## src/hdl/efd_pkg.sv

```systemverilog
// ----------------------------------------------------------------------------
// efd_pkg
// Shared constants and types of the escaped frame deframer.
// ----------------------------------------------------------------------------
`default_nettype none

package efd_pkg;

    // Payload buffer size in bytes
    localparam int MAX_FRAME = 64;
    localparam int ADDR_W    = (MAX_FRAME > 1) ? $clog2(MAX_FRAME) : 1;
    localparam int LEN_W     = $clog2(MAX_FRAME + 1);

    // Register reset values
    localparam logic [7:0] ESCAPE_RESET = 8'h48;
    localparam logic [7:0] START_RESET  = 8'h11;

    // Register indexes on the configuration port
    localparam logic REG_ESCAPE = 1'b0;
    localparam logic REG_START  = 1'b1;

    // Frame close command from the parser to the readout
    typedef struct packed {
        logic             start;
        logic [LEN_W-1:0] len;
        logic             ovf;
    } drain_cmd_t;

    // One result word
    typedef struct packed {
        logic [7:0] frame_byte;
        logic       last_byte;
        logic       empty_frame;
        logic       truncated;
    } result_t;

endpackage

`default_nettype wire

```

## src/hdl/efd_ram.sv

```systemverilog
// ----------------------------------------------------------------------------
// efd_ram
// Generic simple dual-port RAM: one write port, one read port, registered read.
// ----------------------------------------------------------------------------
`default_nettype none

module efd_ram #(
    parameter int WIDTH = 8,
    parameter int DEPTH = 64
) (
    input  wire logic                                     clk,
    input  wire logic                                     we,
    input  wire logic [((DEPTH > 1) ? $clog2(DEPTH) : 1)-1:0] waddr,
    input  wire logic [WIDTH-1:0]                         wdata,
    input  wire logic                                     re,
    input  wire logic [((DEPTH > 1) ? $clog2(DEPTH) : 1)-1:0] raddr,
    output logic      [WIDTH-1:0]                         rdata
);

    logic [WIDTH-1:0] mem [DEPTH];

    // Write port
    always_ff @(posedge clk)
    begin
        if (we)
        begin
            mem[waddr] <= wdata;
        end
    end

    // Registered read port
    always_ff @(posedge clk)
    begin
        if (re)
        begin
            rdata <= mem[raddr];
        end
    end

endmodule

`default_nettype wire

```

## src/hdl/efd_parse.sv

```systemverilog
// ----------------------------------------------------------------------------
// efd_parse
// Byte parser: hunts for escape/start, buffers payload into the store and
// issues a close command with the frame length on a closing escape/start.
// ----------------------------------------------------------------------------
`default_nettype none

module efd_parse (
    input  wire logic                        clk,
    input  wire logic                        rst_n,
    input  wire logic                        accept,
    input  wire logic [7:0]                  data_byte,
    input  wire logic [7:0]                  escape_value,
    input  wire logic [7:0]                  start_value,
    output logic                             wr_en,
    output logic [efd_pkg::ADDR_W-1:0]       wr_addr,
    output logic [7:0]                       wr_data,
    output efd_pkg::drain_cmd_t              cmd
);

    logic                      inside_reg,  inside_next;
    logic                      pend_reg,    pend_next;
    logic                      hunt_reg,    hunt_next;
    logic [efd_pkg::LEN_W-1:0] len_reg,     len_next;
    logic                      ovf_reg,     ovf_next;
    logic                      store;
    logic                      is_esc;
    logic                      is_start;

    assign is_esc   = (data_byte == escape_value);
    assign is_start = (data_byte == start_value);

    // Decide the next parser state for an accepted byte
    always_comb
    begin
        inside_next = inside_reg;
        pend_next   = pend_reg;
        hunt_next   = hunt_reg;
        len_next    = len_reg;
        ovf_next    = ovf_reg;
        store       = 1'b0;
        cmd         = '0;
        if (accept)
        begin
            if (inside_reg)
            begin
                if (pend_reg)
                begin
                    pend_next = 1'b0;
                    if (is_start)
                    begin
                        cmd.start   = 1'b1;
                        cmd.len     = len_reg;
                        cmd.ovf     = ovf_reg;
                        len_next    = '0;
                        ovf_next    = 1'b0;
                        inside_next = 1'b0;
                    end
                    else if (!is_esc)
                    begin
                        len_next    = '0;
                        ovf_next    = 1'b0;
                        inside_next = 1'b0;
                    end
                    else
                    begin
                        store = 1'b1;
                    end
                end
                else if (is_esc)
                begin
                    pend_next = 1'b1;
                end
                else
                begin
                    store = 1'b1;
                end
            end
            else if (!hunt_reg && is_esc)
            begin
                hunt_next = 1'b1;
            end
            else if (hunt_reg && is_start)
            begin
                hunt_next   = 1'b0;
                inside_next = 1'b1;
                pend_next   = 1'b0;
                len_next    = '0;
                ovf_next    = 1'b0;
            end
            else
            begin
                hunt_next = 1'b0;
            end

            // Buffer the byte, or drop it and flag the frame when full
            if (store)
            begin
                if (len_reg < efd_pkg::LEN_W'(efd_pkg::MAX_FRAME))
                begin
                    len_next = len_reg + 1'b1;
                end
                else
                begin
                    ovf_next = 1'b1;
                end
            end
        end
    end

    assign wr_en   = store && (len_reg < efd_pkg::LEN_W'(efd_pkg::MAX_FRAME));
    assign wr_addr = len_reg[efd_pkg::ADDR_W-1:0];
    assign wr_data = data_byte;

    // Parser state registers
    always_ff @(posedge clk or negedge rst_n)
    begin
        if (!rst_n)
        begin
            inside_reg <= 1'b0;
            pend_reg   <= 1'b0;
            hunt_reg   <= 1'b0;
            len_reg    <= '0;
            ovf_reg    <= 1'b0;
        end
        else
        begin
            inside_reg <= inside_next;
            pend_reg   <= pend_next;
            hunt_reg   <= hunt_next;
            len_reg    <= len_next;
            ovf_reg    <= ovf_next;
        end
    end

endmodule

`default_nettype wire

```

## src/hdl/efd_drain.sv

```systemverilog
// ----------------------------------------------------------------------------
// efd_drain
// Frame readout: walks the store one read per cycle when a slot is free and
// delivers result words via an output register backed by a skid register.
// ----------------------------------------------------------------------------
`default_nettype none

module efd_drain (
    input  wire logic                        clk,
    input  wire logic                        rst_n,
    input  wire efd_pkg::drain_cmd_t         cmd,
    output logic                             busy,
    output logic                             rd_en,
    output logic [efd_pkg::ADDR_W-1:0]       rd_addr,
    input  wire logic [7:0]                  rd_data,
    output logic                             out_valid,
    input  wire logic                        out_ready,
    output efd_pkg::result_t                 out_word
);

    logic                      busy_reg,     busy_next;
    logic [efd_pkg::LEN_W-1:0] cnt_reg,      cnt_next;
    logic [efd_pkg::LEN_W-1:0] idx_reg,      idx_next;
    logic                      empty_reg,    empty_next;
    logic                      ovf_reg,      ovf_next;
    logic                      rd_pend_reg;
    logic                      rd_last_reg;
    logic                      out_v_reg,    out_v_next;
    logic                      skid_v_reg,   skid_v_next;
    efd_pkg::result_t          out_reg,      out_next;
    efd_pkg::result_t          skid_reg,     skid_next;
    efd_pkg::result_t          landing;
    logic                      pop;
    logic                      out_free;
    logic [1:0]                occ;
    logic                      issue;
    logic                      done;

    assign pop      = out_v_reg && out_ready;
    assign out_free = !out_v_reg || pop;
    assign occ      = 2'(out_v_reg) + 2'(skid_v_reg) + 2'(rd_pend_reg) - 2'(pop);

    // Issue a read while words remain and a slot is sure to be free
    assign issue   = busy_reg && (cnt_reg != '0) && (occ <= 2'd1);
    assign rd_en   = issue && !empty_reg;
    assign rd_addr = idx_reg[efd_pkg::ADDR_W-1:0];

    // Word returning from the store this cycle
    always_comb
    begin
        landing.frame_byte  = empty_reg ? 8'h00 : rd_data;
        landing.last_byte   = rd_last_reg;
        landing.empty_frame = empty_reg;
        landing.truncated   = ovf_reg;
    end

    // Load a new frame or advance the read pointer
    always_comb
    begin
        cnt_next   = cnt_reg;
        idx_next   = idx_reg;
        empty_next = empty_reg;
        ovf_next   = ovf_reg;
        if (cmd.start)
        begin
            empty_next = (cmd.len == '0);
            cnt_next   = (cmd.len == '0) ? efd_pkg::LEN_W'(1) : cmd.len;
            idx_next   = '0;
            ovf_next   = cmd.ovf;
        end
        else if (issue)
        begin
            cnt_next = cnt_reg - 1'b1;
            idx_next = idx_reg + 1'b1;
        end
    end

    // Steer returning words into the output or skid register
    always_comb
    begin
        out_v_next  = out_v_reg;
        skid_v_next = skid_v_reg;
        out_next    = out_reg;
        skid_next   = skid_reg;
        if (out_free)
        begin
            if (skid_v_reg)
            begin
                out_v_next  = 1'b1;
                out_next    = skid_reg;
                skid_v_next = rd_pend_reg;
                skid_next   = landing;
            end
            else
            begin
                out_v_next = rd_pend_reg;
                out_next   = landing;
            end
        end
        else if (rd_pend_reg)
        begin
            skid_v_next = 1'b1;
            skid_next   = landing;
        end
    end

    // Finish once every word has been taken
    assign done      = (cnt_reg == '0) && !rd_pend_reg && !skid_v_reg && out_free;
    assign busy_next = cmd.start || (busy_reg && !done);

    // Control registers
    always_ff @(posedge clk or negedge rst_n)
    begin
        if (!rst_n)
        begin
            busy_reg    <= 1'b0;
            cnt_reg     <= '0;
            rd_pend_reg <= 1'b0;
            out_v_reg   <= 1'b0;
            skid_v_reg  <= 1'b0;
        end
        else
        begin
            busy_reg    <= busy_next;
            cnt_reg     <= cnt_next;
            rd_pend_reg <= issue;
            out_v_reg   <= out_v_next;
            skid_v_reg  <= skid_v_next;
        end
    end

    // Payload registers
    always_ff @(posedge clk)
    begin
        idx_reg     <= idx_next;
        empty_reg   <= empty_next;
        ovf_reg     <= ovf_next;
        rd_last_reg <= (cnt_reg == efd_pkg::LEN_W'(1));
        out_reg     <= out_next;
        skid_reg    <= skid_next;
    end

    assign busy      = busy_reg;
    assign out_valid = out_v_reg;
    assign out_word  = out_reg;

endmodule

`default_nettype wire

```

## src/hdl/escaped_frame_deframer.sv

```systemverilog
// A closing escape/start pair starts readout through the store and output registers.
// Throughput: one input byte per cycle while no frame is being read out.
// Readout: one result word per cycle unless m_tready stalls, from the store's single
//   read port; input is held off from the closing byte until the last word is taken.
// Reset: parser and readout control clear, escape reads 0x48 and start 0x11;
//   the payload store is not cleared and is written before it is read.
// ----------------------------------------------------------------------------
// escaped_frame_deframer
// Escape byte-stuffing deframer with a 64-byte payload store and APB setup.
// ----------------------------------------------------------------------------
`default_nettype none

module escaped_frame_deframer (
    input  wire logic        clk,
    input  wire logic        rst_n,
    // Input stream
    input  wire logic        s_tvalid,
    output logic             s_tready,
    input  wire logic [7:0]  s_tdata,   // [7:0] data_byte
    // Result stream
    output logic             m_tvalid,
    input  wire logic        m_tready,
    output logic [7:0]       m_tdata,   // [7:0] frame_byte
    output logic             m_tlast,   // last_byte
    output logic [1:0]       m_tuser,   // [0] empty_frame, [1] truncated
    // Configuration port
    input  wire logic        psel,
    input  wire logic        penable,
    input  wire logic        pwrite,
    input  wire logic [2:0]  paddr,
    input  wire logic [31:0] pwdata,
    output logic [31:0]      prdata,
    output logic             pready
);

    logic [7:0]                 escape_reg;
    logic [7:0]                 start_reg;
    logic                       cfg_wr;
    logic                       accept;
    logic                       busy;
    logic                       wr_en;
    logic [efd_pkg::ADDR_W-1:0] wr_addr;
    logic [7:0]                 wr_data;
    logic                       rd_en;
    logic [efd_pkg::ADDR_W-1:0] rd_addr;
    logic [7:0]                 rd_data;
    efd_pkg::drain_cmd_t        cmd;
    efd_pkg::result_t           out_word;

    // Configuration registers
    assign pready = 1'b1;
    assign cfg_wr = psel && penable && pwrite && pready;

    always_ff @(posedge clk or negedge rst_n)
    begin
        if (!rst_n)
        begin
            escape_reg <= efd_pkg::ESCAPE_RESET;
            start_reg  <= efd_pkg::START_RESET;
        end
        else if (cfg_wr)
        begin
            if (paddr[2] == efd_pkg::REG_ESCAPE)
            begin
                escape_reg <= pwdata[7:0];
            end
            else
            begin
                start_reg <= pwdata[7:0];
            end
        end
    end

    assign prdata = (paddr[2] == efd_pkg::REG_START) ? {24'h0, start_reg}
                                                     : {24'h0, escape_reg};

    // Hold off input while a frame is read out
    assign s_tready = !busy;
    assign accept   = s_tvalid && s_tready;

    efd_parse u_parse (
        .clk          (clk),
        .rst_n        (rst_n),
        .accept       (accept),
        .data_byte    (s_tdata),
        .escape_value (escape_reg),
        .start_value  (start_reg),
        .wr_en        (wr_en),
        .wr_addr      (wr_addr),
        .wr_data      (wr_data),
        .cmd          (cmd)
    );

    // Payload store; writes and reads never overlap since input stalls during readout
    efd_ram #(
        .WIDTH (8),
        .DEPTH (efd_pkg::MAX_FRAME)
    ) u_store (
        .clk   (clk),
        .we    (wr_en),
        .waddr (wr_addr),
        .wdata (wr_data),
        .re    (rd_en),
        .raddr (rd_addr),
        .rdata (rd_data)
    );

    efd_drain u_drain (
        .clk       (clk),
        .rst_n     (rst_n),
        .cmd       (cmd),
        .busy      (busy),
        .rd_en     (rd_en),
        .rd_addr   (rd_addr),
        .rd_data   (rd_data),
        .out_valid (m_tvalid),
        .out_ready (m_tready),
        .out_word  (out_word)
    );

    assign m_tdata = out_word.frame_byte;
    assign m_tlast = out_word.last_byte;
    assign m_tuser = {out_word.truncated, out_word.empty_frame};

endmodule

`default_nettype wire

```

## config.mk

```make
export PLATFORM = sky130hd
export DESIGN_NAME = escaped_frame_deframer
export DESIGN_NICKNAME = d
export VERILOG_FILES = /design/src/hdl/efd_pkg.sv /design/src/hdl/efd_ram.sv /design/src/hdl/efd_parse.sv /design/src/hdl/efd_drain.sv /design/src/hdl/escaped_frame_deframer.sv
export SDC_FILE = /design/constraint.sdc
export NUM_CORES = 1
export LEC_CHECK = 0
export ABC_AREA = 0
export BUFFER_PORTS_ARGS = -buffer_cell sky130_fd_sc_hd__buf_2
export CAP_MARGIN = 10
export CORE_ASPECT_RATIO = 0.7
export CORE_MARGIN = 3
export CORE_UTILIZATION = 30
export DETAILED_ROUTE_END_ITERATION = 8
export SYNTH_ARGS = -nofsm -noshare
export SYNTH_HDL_FRONTEND = slang
export SYNTH_SLANG_ARGS = --single-unit
```

## constraint.sdc

```tcl
create_clock -name clk -period 6.61 [get_ports clk]
set_input_delay 1.322 -clock clk [delete_from_list [all_inputs] [get_ports clk]]
set_output_delay 1.322 -clock clk [all_outputs]
set_load 0.01 [all_outputs]
```

---- Word level (Yosys, flattened, before mapping) ----
Memory sizes are Yosys's and may differ from the RTL's. A register that Yosys moved wholly into a read port is not among the register bits.
Index checks and enable logic that the tools add are counted.
operators by class
  multiplexer cells ....................... 51
  div/mod/pow operators ................... 0
  add/subtract/negate cells ............... 6
  $mul .................................... 0
  bitwise logic cells ..................... 2
  eq/ne operators ......................... 5
  reductions and logical operators ........ 35
  order comparisons ....................... 2
  shifts and indexed selects .............. 0
operators by type and width
  kind                   number
  $mux W7                11
  $mux W11               4
  $mux W9                4
  $mux W1                30
  $eq A8 B8 Y1           2
  $mux W8                2
  $add A7 B1 Y7 const B  2
  $logic_and A1 B1 Y1    14
  $logic_not A7 Y1       2
  $reduce_and A2 Y1      4
  $eq A7 B1 Y1 const B   1
  $logic_not A1 Y1       7
  $lt A7 B7 Y1 const B   1
  $reduce_bool A7 Y1     1
  $sub A7 B1 Y7 const B  1
  $reduce_bool A2 Y1     3
  $ne A2 B1 Y1 const B   2
  $reduce_and A4 Y1      1
  $reduce_and A3 Y1      1
  $add A1 B1 Y2          1
  $add A2 B1 Y2          1
  $le A2 B1 Y1 const B   1
  $logic_or A1 B1 Y1     2
  $not A1 Y1             2
  $sub A2 B1 Y2          1
storage, ports and cells
  output and inout bits ................... 46
  RAM bits ................................ 512
  memories ................................ 1
  word-level logic and storage cells ...... 126
  bits in read-only memories .............. 0
  input bits .............................. 50
  bits in latches ......................... 0
  register bits ........................... 70
memories
  name         depth  width  read ports  clocked after Yosys merged registers in  wr ports  line           source
  u_store.mem  64     8      1           1                                        1         efd_ram.sv:20  logic [WIDTH-1:0] mem [DEPTH];

---- Logic depth before layout (Yosys ltp) ----
Gate-level depths: netlist of run 1.
  word-level depth ........................ 10
  gate-level depth with buffers ........... 11
  depth with buffers taken out ............ 11

---- Hierarchy ----
From an unflattened synthesis of run 1, not the netlist that was laid out.
unflattened totals
  cells, all modules ...................... 1270
  area total of the unflattened synthesis .. 24071.8 um^2
modules (own cells, without submodules)
  module                  cells an instance  sequential area each (um^2)  area each (um^2)  instances
  efd_ram                 940                15615.0                      20246.9           1
  efd_drain               152                1136.1                       1924.3            1
  efd_parse               106                275.3                        963.4             1
  escaped_frame_deframer  72                 405.4                        937.1             1

---- Worst setup path after synthesis of run 1 ----
Ideal clock, no wire load.
  path type ............................... input-to-reg
  start point ............................. in s_tdata[3]
  end point ............................... mem u_store.mem[28][0], enable pin
  setup slack ............................. 2.743 ns
  required time ........................... 6.215 ns
  library setup time ...................... 0.395 ns
  cell stages on the path ................. 7
  data arrival time ....................... 3.472 ns
  buffers on the path ..................... 2
  cell sequence ........................... xnor2_1 and4_1 o211ai_2 a2111o_1 buf_2 clkbuf_1 nor4_1
on the way
  word-level cells in the longest chain between the ends .. 10
  elaborated cells on any way between the ends .. 12
  classes of those cells .................. eq/ne (2); mux (9); reduce/logical (1)
ends and longest elaborated chain
  element                            line                          source
  start, declared                    escaped_frame_deframer.sv:19  input wire logic [7:0] s_tdata,
  $eq A8 B8 Y1                       efd_parse.sv:30               assign is_esc = (data_byte == escape_value);
  $mux W1                            efd_parse.sv:59               else if (!is_esc)
  $mux W1                            efd_parse.sv:50               if (is_start)
  $mux W1 (*)                        efd_parse.sv:47               if (pend_reg)
  $mux W1 (*)                        efd_parse.sv:45               if (inside_reg)
  $mux W1 (*) (2 in a row)           efd_parse.sv:43               if (accept)
  $logic_and A1 B1 Y1 (*)            efd_parse.sv:111              assign wr_en = store && (len_reg < efd_pkg::LEN_W'(efd_pkg::MAX_FRAME));
  $mux W1 (*)                        efd_ram.sv:25                 if (we)
  $mux W1 (implied by the code) (*)  efd_ram.sv:27                 mem[waddr] <= wdata;
  end, declared                      efd_ram.sv:20
Mark *: on every way between the ends. The rest lies on a longest branch, timed or not. The select of a mux whose other input is x is not followed.

---- Worst setup path in the final report of run 1 ----
  start point ............................. in s_tdata[7]
  end point ............................... mem u_store.mem[29][5], enable pin
Same word-level chain as after synthesis.

==> results by group, run 1 <==
Final layout
  • Inserted Diodes: 0
  • Final std cells w/o fill: 2353
  • Max reg flops: 512
  • Finished Cell Area: 26900 um2
  • NumNets Final: 1323
  • Share of cells above drive strength 1: 29.2%
  • Final Util: 34.7%
  • Synth-to-layout area growth: 13.8%

Synthesis
  • Synth top area share: 69.0%
  • Main synth FF type: edfxtp_1
  • Commonest cells in the netlist: edfxtp_1, mux4_2, nor2_1, mux2_2, nand2_1
  • Top post-synthesis cells by area: edfxtp_1, mux4_2, dfrtp_1
  • FFs w/ async S/R, synth: 6.45%
  • Top-count cell post-synth: edfxtp_1
  • Mean Syn Cell Area: 19.9 um2
  • Post-synth EDFFs: 544
  • Yosys warnings: 0
  • FF+latch count, synth: 589
  • Post-synth top area cell: edfxtp_1
  • Synth Instances: 1188
  • Sequential area share after synthesis: 73.7%
  • Post-synth cell types: 58
  • Synthesized area: 23700 um2

Floorplanning
  • # rows: 85
  • Core ar.: 77500 um2
  • Die Span X: 342 um
  • Initial core utilization: 30.5%
  • Die Height: 241 um
  • Die footprint: 82300 um2
  • Ports: 96

Clocking
  • Clock buffer depth: 3
  • CTS Hold Buffers Added: 0
  • CTS Buf Count: 54
  • Worst-Skew Late Latency: 0.60 ns
  • Clk sinks: 589
  • # H-tree levels: 2
  • PostCTS Resize Cnt: 0
  • Clk root buf: clkbuf_16
  • Reg clk slew, reported paths: 0.06 ns
  • Setup Buffers After CTS: 0
  • CTS tree: yes

Setup path
  • Worst EP required: 6.80 ns
  • Worst setup EP type: flop
  • CP arrival: 4.78 ns
  • Setup Crit Path Kind: primary input to flop
  • Startpoint class of the critical path: primary input
  • Crit-path max FO: 35

Global routing
  • Largest net degree at the start of global routing: 77
  • Vias in the first global route: 11700
  • Global Route Usage Sum: 13.2%
  • Initial antenna violation count: 1
  • Grt total ovfl: 0
  • Global-route wire length before repair: 80.3 mm

STA
  • Final hold slack: 0.455 ns
  • RSZ-0062 raised after global routing: no
  • Max Freq: 218 MHz
  • Final Max Tran Viols: 0
  • Final setup margin: 2.03 ns
  • Setup TNS: 0 ns
  • Final min period: 4.58 ns
  • Final setup fails: 0
  • Fin crit share: 69.3%
  • Final hold violations: 0
  • Slew HR: 21.6%
  • Clock Skews: 0.0308 ns
  • Actual slew at the worst max-slew pin: 1.17 ns

Place
  • I/O Buffers: 44
  • Placed wire-length estimate: 33.9 mm
  • Gpl congestion: 0.788
  • Dpl cell area: 25200 um2
  • Placed Cells: 2253
  • Post-placement worst setup slack: 1.44 ns

Run
  • Maximum capacitance violations: 0

Routing
  • Final ANT Viol Nets: 0
  • Vias/cell: 4.96
  • WL final: 54.5 mm
  • TritonRoute pass-1 iters: 5
  • Drc violations: 0
  • DR iter-0 viols: 1182
  • Wire per inst: 23.2 um
  • DR vias: 11700

Worst hold path
  • Hold Path Class: flop to flop

Power
  • Maximum VDD drop: 0.000191 V
  • Pwr Total: 7.36 mW
  • Leak: 8.28 nW
  • PwrDens: 273 nW/um2

Run status
  • Status: complete, no violations
## kinds of logic after synthesis
logic type	count (synthesis)	share of synthesized area, %
flops	589	73.7
mux	202	16.6
simple gates	188	4.10
buf+inv	107	2.43
compound gates	70	1.94
xor+xnor	24	0.888
fa+ha+maj	6	0.317
other cells	2	0.0317
## final cells by class
type	instances	area, um2
Timing Repair Buffer	92	618
Multi-Input combinational cell	515	5810
Clock buffer	64	1390
Sequential cell	589	17400
Tap cell	1044	1310
Clock inverter	34	319
Fill cell	7174	50600
Inverter	15	56.3
## power by group
| part | total [mW] | internal (mW) | switching, mW | leakage [nW] |
|---|---|---|---|---|
| logic | 0.185 | 0.0632 | 0.121 | 2.00 |
| clock network | 3.06 | 1.70 | 1.36 | 0.826 |
| registers | 4.11 | 4.09 | 0.0240 | 5.46 |
## placed cells by master, fill, tap and decap left out, types with 5 or more instances in the layout
cell type / netlist / routed
clkbuf_16: 0 / 54
nand4_1: 6 / 6
nand2_1: 38 / 38
and2_1: 6 / 6
xnor2_1: 22 / 22
inv_1: 12 / 12
or3_1: 9 / 9
nand2b_1: 5 / 5
nor4_2: 0 / 10
bufinv_16: 0 / 5
mux4_2: 149 / 149
ha_1: 6 / 6
clkinv_2: 0 / 11
clkbuf_1: 34 / 10
nor4_1: 34 / 24
edfxtp_1: 544 / 544
nor3_1: 7 / 6
clkinvlp_4: 0 / 5
clkinv_1: 1 / 10
conb_1: 2 / 25
nor2b_1: 13 / 13
mux2_2: 38 / 38
nand3_1: 8 / 8
a31oi_1: 5 / 5
a21oi_1: 11 / 11
o21ai_0: 24 / 24
buf_2: 15 / 44
dfrtp_1: 34 / 34
mux2i_1: 15 / 15
buf_4: 33 / 44
nor2_1: 47 / 47
## final timing paths
kind,from,end,slack [ns],cells after the start
min in group asynchronous,rst_n,escape_reg[7],0.86,1
worst max register to register,escape_reg[3],u_store.mem[29][5],2.91,7
worst min-delay path,u_drain.rd_last_reg,u_drain.skid_reg[2],0.45,0
max in group asynchronous,rst_n,u_drain.cnt_reg[0],5.19,1
worst max-delay path,s_tdata[7],u_store.mem[29][5],2.03,8
worst min register to register,u_drain.rd_last_reg,u_drain.skid_reg[2],0.45,0
## layer usage
| layer | up-vias | share of wire (%) | global-route usage (%) |
|---|---|---|---|
| li1 | 4971 | - | - |
| met1 | 6210 | 46 | 19.7 |
| met2 | 423 | 43 | 18.7 |
| met3 | 58 | 10 | 4.29 |
| met4 | 0 | 1.6 | 2.60 |
| met5 | - | 0 | 0 |
## worst max-delay path: stages
cell	delay, ns
buf_2	0.56
xnor2_1	0.17
nand4_1	0.29
o211ai_2	0.19
a2111o_1	0.46
buf_4	0.26
or3_1	0.72
nor2_1	0.77
No activity file was read; power rests on OpenSTA's default activity.
==> inputs of run 2 (changes only) <==
--- a/config.mk
+++ b/config.mk
@@ -5,7 +5,7 @@
 export SDC_FILE = /design/constraint.sdc
 export NUM_CORES = 1
 export LEC_CHECK = 0
-export ABC_AREA = 0
+export ABC_AREA = 1
 export BUFFER_PORTS_ARGS = -buffer_cell sky130_fd_sc_hd__buf_2
 export CAP_MARGIN = 10
 export CORE_ASPECT_RATIO = 0.7
==> constraint.sdc (replaced) <==
create_clock -name clk -period 4.1 [get_ports clk]
set_input_delay 0.82 -clock clk [delete_from_list [all_inputs] [get_ports clk]]
set_output_delay 0.82 -clock clk [all_outputs]
set_load 0.01 [all_outputs]
==> run 2 against run 1 <==
Die area rose by 1.3%. Cell count rose by 33%. First-iteration DRC count rose by 72%. Critical path type is now flop to flop. Largest cell class unchanged.
==> results by group, run 2 <==
Run status
  • Status: complete, no violations (unchanged)

Routing
  • Wire per inst: 20.1 um (was 23.2 um)
  • Final ANT Viol Nets: 0 (unchanged)
  • Vias/cell: 5.04 (was 4.96)
  • DR iter-0 viols: 2028 (was 1182)
  • Routed length on met2: 27.1 mm (was 23.4 mm)
  • DR vias: 15800 (was 11700)
  • Met3 WL: 5.45 mm (about the same)
  • Drc violations: 0 (unchanged)
  • TritonRoute pass-1 iters: 5 (unchanged)
  • WL final: 62.8 mm (was 54.5 mm)
  • Top Metal Used: met5 (was met4)
  • Met1 Wirelength: 28.8 mm (was 24.9 mm)

STA
  • Final hold violations: 0 (unchanged)
  • Final setup fails: 0 (unchanged)
  • Max Freq: 323 MHz
  • Fin crit share: 75.6%
  • Slew HR: 26.1% (was 21.6%)
  • Setup TNS: 0 ns (unchanged)
  • Final Max Tran Viols: 0 (unchanged)
  • Clock Skews: 0.0229 ns (was 0.0308 ns)
  • Final min period: 3.10 ns
  • RSZ-0062 raised after global routing: no (unchanged)
  • Actual slew at the worst max-slew pin: 1.11 ns (was 1.17 ns)

Run
  • Maximum capacitance violations: 0 (unchanged)

Synthesis
  • Sequential area share after synthesis: 72.7% (was 73.7%)
  • Largest family of logic cells by synthesized area: simple AND/OR/NAND/NOR gates (was multiplexers)
  • Post-synth top area cell: edfxtp_1 (unchanged)
  • Synthesized area: 24000 um2 (was 23700 um2)
  • Post-synth cell types: 33 (was 58)
  • Top post-synthesis cells by area: edfxtp_1, o21ai_0, nor2_1 (was edfxtp_1, mux4_2, dfrtp_1)
  • Post-synth EDFFs: 544 (unchanged)
  • Top-count cell post-synth: edfxtp_1 (unchanged)
  • Synth top area share: 68.1% (was 69.0%)
  • FF+latch count, synth: 589 (unchanged)
  • Adder-Cell Fraction of Synth Area: 0.313% (was 0.317%)
  • Yosys warnings: 0 (unchanged)
  • Proportion of synthesized area in mux cells: 0% (was 16.6%)
  • FFs w/ async S/R, synth: 6.45% (unchanged)
  • Synth Area in Simple Gates: 11.6% (was 4.10%)
  • Mean Syn Cell Area: 12.2 um2 (was 19.9 um2)
  • Synth Area in Compound Gates: 11.0% (was 1.94%)
  • Synth Instances: 1965 (was 1188)
  • Main synth FF type: edfxtp_1 (unchanged)
  • Post-synthesis xor/xnor area fraction: 0.475% (was 0.888%)
  • Commonest cells in the netlist: edfxtp_1, nor2_1, o21ai_0, nand2_1, clkbuf_1 (was edfxtp_1, mux4_2, nor2_1, mux2_2, nand2_1)

Global routing
  • Largest net degree at the start of global routing: 144 (was 77)
  • Initial antenna violation count: 5 (was 1)
  • Global Route Usage Sum: 14.9% (was 13.2%)
  • Global-route wire length before repair: 95.4 mm (was 80.3 mm)
  • Vias in the first global route: 15400 (was 11700)
  • Grt total ovfl: 0 (unchanged)

Floorplanning
  • Initial core utilization: 30.4% (was 30.5%)
  • Die Span X: 344 um (was 342 um)
  • # rows: 86 (was 85)
  • Core ar.: 79000 um2 (was 77500 um2)
  • Die footprint: 83400 um2 (was 82300 um2)
  • Ports: 96 (unchanged)
  • Die Height: 243 um (was 241 um)

Setup path
  • Startpoint class of the critical path: flop (was primary input)
  • Setup Crit Path Kind: flop to flop (was primary input to flop)
  • Worst EP required: 4.40 ns (was 6.80 ns)
  • CP arrival: 3.40 ns (was 4.78 ns)
  • Crit-path max FO: 16 (was 35)
  • Worst setup EP type: flop (unchanged)

Final layout
  • NumNets Final: 2092 (was 1323)
  • Reg area: 17400 um2 (unchanged)
  • Commonest non-fill, non-tap cell in the layout: edfxtp_1 (unchanged)
  • Finished Cell Area: 27400 um2 (was 26900 um2)
  • Most frequent cells in the layout: edfxtp_1, nor2_1, o21ai_0 (was edfxtp_1, mux4_2, clkbuf_16)
  • Fill count: 7701 (was 7174)
  • Multi-input gate area: 5700 um2 (was 5810 um2)
  • Max reg flops: 512 (unchanged)
  • Share of cells above drive strength 1: 11.0% (was 29.2%)
  • Synth-to-layout area growth: 14.1% (was 13.8%)

Place
  • Dpl cell area: 25700 um2 (was 25200 um2)
  • I/O Buffers: 44 (unchanged)
  • Gpl congestion: 0.892 (was 0.788)
  • Placed wire-length estimate: 38.6 mm (was 33.9 mm)

Worst hold path
  • Hold Path Class: primary input to async pin (was flop to flop)

Clocking
  • PostCTS Resize Cnt: 0 (unchanged)
  • Clk sinks: 589 (unchanged)
  • Reg clk slew, reported paths: 0.06 ns (about the same)
  • Setup Buffers After CTS: 0 (unchanged)
  • Clk root buf: clkbuf_16 (unchanged)
  • # H-tree levels: 2 (unchanged)
  • CTS Buf Count: 52 (was 54)
  • CTS tree: yes (unchanged)
  • CTS Hold Buffers Added: 0 (unchanged)
  • Clock buffer depth: 3 (unchanged)
  • Worst-Skew Late Latency: 0.60 ns (about the same)

Power
  • PwrDens: 521 nW/um2 (was 273 nW/um2)
  • Combinational power share: 18.7% (was 2.5%)
  • Sw power: 4.20 mW (was 1.51 mW)
  • Seq pwr share: 47.7% (was 55.9%)
  • Leak: 9.18 nW (was 8.28 nW)
  • Power share of the clock group: 33.6% (was 41.6%)
  • Pint: 10.1 mW (was 5.85 mW)
  • Switching Fraction: 29.4% (was 20.5%)
  • Maximum VDD drop: 0.000346 V (was 0.000191 V)
[run 2: cell count changes after synthesis, sizes merged, moves of 15 or more]
cell / previous run / this run
o21ai: 24 / 299
mux2i: 15 / 0
mux2: 38 / 0
o22ai: 1 / 78
clkbuf: 34 / 108
buf: 58 / 34
nand2: 38 / 217
nand3: 8 / 53
nand4: 6 / 38
o221ai: 0 / 52
nor2: 47 / 352
inv: 14 / 75
nor4: 34 / 0
mux4: 149 / 0
[run 2: cell type report]
class	instances	share of cell area, %
Sequential cell	589	63.8
Antenna cell	3	0.0274
Multi-Input combinational cell	1178	20.8
Clock buffer	67	5.15
Clock inverter	24	0.819
Timing Repair Buffer	136	3.47
Tap cell	1056	4.83
Inverter	79	1.10
[run 2: worst max-delay path, cell delays in order (launching register included)]
cell	delay, ns
dfstp_2	0.54
inv_1	0.05
nand2_1	0.05
nand2_1	0.04
nor2_1	0.16
nand2_1	0.12
nor2_4	0.17
nand2_2	0.08
nand2_1	0.10
nand4_2	0.12
nor2_4	0.39
nand4_2	0.36
nor2_1	0.38
buf_4	0.23
[run 2: final timing paths]
check | start | endpoint | slack (ns) | cells after the start
max in group asynchronous | rst_n | u_drain.skid_v_reg | 3.17 | 1
hold reg to reg | u_drain.ovf_reg | u_drain.skid_reg[0] | 0.46 | 0
hold / removal | rst_n | start_reg[6] | 0.36 | 1
setup / recovery | escape_reg[6] | u_store.mem[19][0] | 1.00 | 13
setup reg to reg | escape_reg[6] | u_store.mem[19][0] | 1.00 | 13
min in group clk | u_drain.ovf_reg | u_drain.skid_reg[0] | 0.46 | 0
[run 2: power groups by stage]
stage / clock network (mW) / registers, mW / logic, mW
after floorplan: 0 / 6.85 / 1.70
after global routing: 5.14 / 6.81 / 2.94
after CTS: 4.89 / 6.80 / 2.64
after global placement: 0 / 6.92 / 2.57
after detailed placement: 0 / 6.93 / 2.63
final: 4.80 / 6.80 / 2.66
[run 2: cell families after synthesis]
family,count (synthesis)
flip-flops,589
AND/OR/NAND/NOR,677
adder cells (fa/ha/maj),6
other,2
AO/OA/AOI/OAI,457
buffers and inverters,221
XOR/XNOR,13
[run 2: stage by stage]
step / std cells / util, % / hold WS, ns / power, mW / setup slack [ns]
2_1_floorplan: 1988 / - / 0.409 / 8.55 / 1.29
3_3_place_gp: 3038 / 32.6 / 0.445 / 9.49 / 0.584
3_5_place_dp: 3038 / 32.6 / 0.442 / 9.55 / 0.559
4_1_cts: 3129 / 34.6 / 0.385 / 14.3 / 1.05
5_1_grt: 3129 / 34.6 / 0.432 / 14.9 / 0.821
6_report: 3132 / 34.6 / 0.362 / 14.3 / 1.00
[run 2: routing by layer]
layer	track usage (%)	up-vias
met4	3.69	2
met3	2.76	90
met1	22.5	7832
met2	21.9	641
li1	-	7220
met5	0.405	-
==> inputs of run 3 (changes only) <==
--- a/config.mk
+++ b/config.mk
@@ -5,7 +5,7 @@
 export SDC_FILE = /design/constraint.sdc
 export NUM_CORES = 1
 export LEC_CHECK = 0
-export ABC_AREA = 1
+export ABC_AREA = 0
 export BUFFER_PORTS_ARGS = -buffer_cell sky130_fd_sc_hd__buf_2
 export CAP_MARGIN = 10
 export CORE_ASPECT_RATIO = 0.7
==> constraint.sdc (replaced) <==
create_clock -name clk -period 2.7 [get_ports clk]
set_input_delay 0.54 -clock clk [delete_from_list [all_inputs] [get_ports clk]]
set_output_delay 0.54 -clock clk [all_outputs]
set_load 0.01 [all_outputs]
==> run 3 against run 2 <==
Critical path depth decreased by 5. Design area increased by 8.3%. Flip-flop and latch count is the same. Cell count down 19%. Hold slack got worse by 0.18 ns. Total power up 27%. Clock power rose by 55%. Largest cell class unchanged. Via count is 21% lower. The run now ends with setup timing left. Non-clock buffer count rose by 129.
==> results by group, run 3 (synthesized netlist as in run 1, its figures left out) <==
Run status
  • Status: complete, but fails checks (was complete, no violations)
  • Failing checks: setup timing

Final layout
  • Commonest non-fill, non-tap cell in the layout: edfxtp_1 (unchanged)
  • Max reg flops: 512 (unchanged)
  • Finished Cell Area: 29600 um2 (was 27400 um2)
  • Final Util: 38.2% (was 34.6%)
  • Final std cells w/o fill: 2523 (was 3132)
  • Share of cells above drive strength 1: 41.6% (was 11.0%)
  • NumNets Final: 1496 (was 2092)
  • Most frequent cells in the layout: edfxtp_1, mux4_2, buf_4 (was edfxtp_1, nor2_1, o21ai_0)
  • Synth-to-layout area growth: 25.2% (was 14.1%)

STA
  • Final hold violations: 0 (unchanged)
  • Setup TNS: -6.46 ns (was 0 ns)
  • Final min period: 2.76 ns (was 3.10 ns)
  • Final Max Tran Viols: 0 (unchanged)
  • Final setup fails: 223 (was 0)
  • Final setup margin: -0.0614 ns (was 1.00 ns)
  • Fin crit share: 102% (was 75.6%)
  • Clock Skews: 0.0252 ns (was 0.0229 ns)
  • Actual slew at the worst max-slew pin: 0.959 ns (was 1.11 ns)
  • RSZ-0062 raised after global routing: yes (was no)
  • Max Freq: 362 MHz (was 323 MHz)
  • Slew HR: 35.2% (was 26.1%)

Place
  • Placed wire-length estimate: 39.6 mm (was 38.6 mm)
  • Gpl congestion: 0.842 (was 0.892)
  • Dpl cell area: 27500 um2 (was 25700 um2)
  • Placed Cells: 2423 (was 3038)
  • I/O Buffers: 44 (unchanged)

Global routing
  • Vias in the first global route: 12500 (was 15400)
  • Initial antenna violation count: 5 (unchanged)
  • Top Usage Layer GRT: met1 (unchanged)
  • Grt total ovfl: 0 (unchanged)
  • Global-route wire length before repair: 85.8 mm (was 95.4 mm)
  • Met1 Use GR: 22.0% (was 22.5%)
  • Met2 usage: 19.6% (was 21.9%)
  • Global Route Usage Sum: 14.1% (was 14.9%)
  • M3 GR Usage: 3.48% (was 2.76%)
  • Largest net degree at the start of global routing: 64 (was 144)

Routing
  • DR vias: 12500 (was 15800)
  • WL final: 58.2 mm (was 62.8 mm)
  • Vias/cell: 4.95 (was 5.04)
  • DR iter-0 viols: 1391 (was 2028)
  • Wire per inst: 23.1 um (was 20.1 um)
  • Drc violations: 0 (unchanged)
  • TritonRoute pass-1 iters: 5 (unchanged)
  • Final ANT Viol Nets: 0 (unchanged)

Setup path
  • CP arrival: 3.07 ns (was 3.40 ns)
  • Launching element of the worst setup path: escape_reg[3] (was escape_reg[6])
  • Startpoint class of the critical path: flop (unchanged)
  • R2r startpoint: escape_reg[3] (was escape_reg[6])
  • Setup Crit Path Kind: flop to flop (unchanged)
  • Worst EP required: 3.01 ns (was 4.40 ns)
  • R2R setup slack: -0.06 ns (was 1.00 ns)
  • Crit-path max FO: 6 (was 16)
  • Worst setup EP type: flop (unchanged)

Floorplanning
  • Ports: 96 (unchanged)
  • Initial core utilization: 30.5% (was 30.4%)
  • Core ar.: 77500 um2 (was 79000 um2)
  • Die Height: 241 um (was 243 um)
  • Die Span X: 342 um (was 344 um)
  • Die footprint: 82300 um2 (was 83400 um2)
  • # rows: 85 (was 86)

Run
  • Maximum capacitance violations: 0 (unchanged)

Clocking
  • Reg clk slew, reported paths: 0.06 ns (about the same)
  • Clk sinks: 589 (unchanged)
  • Clock buffer depth: 3 (unchanged)
  • CTS Buf Count: 54 (was 52)
  • CTS tree: yes (unchanged)
  • Worst-Skew Late Latency: 0.61 ns (was 0.60 ns)
  • Clk root buf: clkbuf_16 (unchanged)
  • # H-tree levels: 2 (unchanged)

Worst hold path
  • Hold_sp: pwdata[3]
  • Hold Path Class: primary input to flop (was primary input to async pin)

Power
  • Maximum VDD drop: 0.000453 V (was 0.000346 V)
  • PwrDens: 610 nW/um2 (was 521 nW/um2)
  • Pwr Total: 18.1 mW (was 14.3 mW)
  • Leak: 9.42 nW (was 9.18 nW)
==> run 3: metal layers <==
metal	wire (um)	part of all wire [%]
met1	27900	48
met2	24400	42
met3	4820	8.3
met4	1160	2.0
met5	0	0
==> run 3: final timing paths <==
kind	end	depth (start not counted)
max	u_store.mem[9][3]	8
min	escape_reg[3]	2
max reg2reg	u_store.mem[9][3]	8
min reg2reg	u_drain.skid_reg[2]	0
max in group asynchronous	u_drain.cnt_reg[0]	3
min in group asynchronous	start_reg[6]	2
==> run 3: final cells by class <==
cell class	instances	area, um2
repair buffers	265	2680
clock inverters	21	219
well taps	1044	1310
clock buffers	72	1450
inverters	15	56.3
multi-input cells	515	6470
diodes	2	5.00
flip-flops and latches	589	17400
fillers	6978	47900
==> run 3: repair_timing <==
action,4_1_cts,5_1_grt
setup buffers,1,2
endpoints found under the setup margin,339,397
hold buffers,1,0
gates cloned,0,1
gates resized for setup,36,61
pin swaps,4,17
hold endpoints to repair,19,0
==> run 3: critical path: stages (launching register included) <==
cell	delay (ns)
dfstp_2	0.58
xnor2_2	0.12
and4_1	0.22
o211ai_2	0.14
a2111o_2	0.58
or3_4	0.37
buf_6	0.16
nor2_4	0.13
buf_6	0.16
==> run 3: per-stage QoR <==
stage                     worst slack (ns)  hold WS (ns)
final                              -0.0614         0.179
after global routing                -0.106         0.167
after CTS                          0.00359         0.149
after detailed placement            -0.470         0.428
after global placement              -0.470         0.418
after floorplan                     -0.284         0.244
==> run 3: power by group <==
| group | total [mW] | switching (mW) | internal (mW) |
|---|---|---|---|
| clock | 7.42 | 3.28 | 4.14 |
| sequential | 10.1 | 0.0596 | 10.0 |
| combinational | 0.574 | 0.336 | 0.238 |
| total | 18.1 | 3.67 | 14.4 |
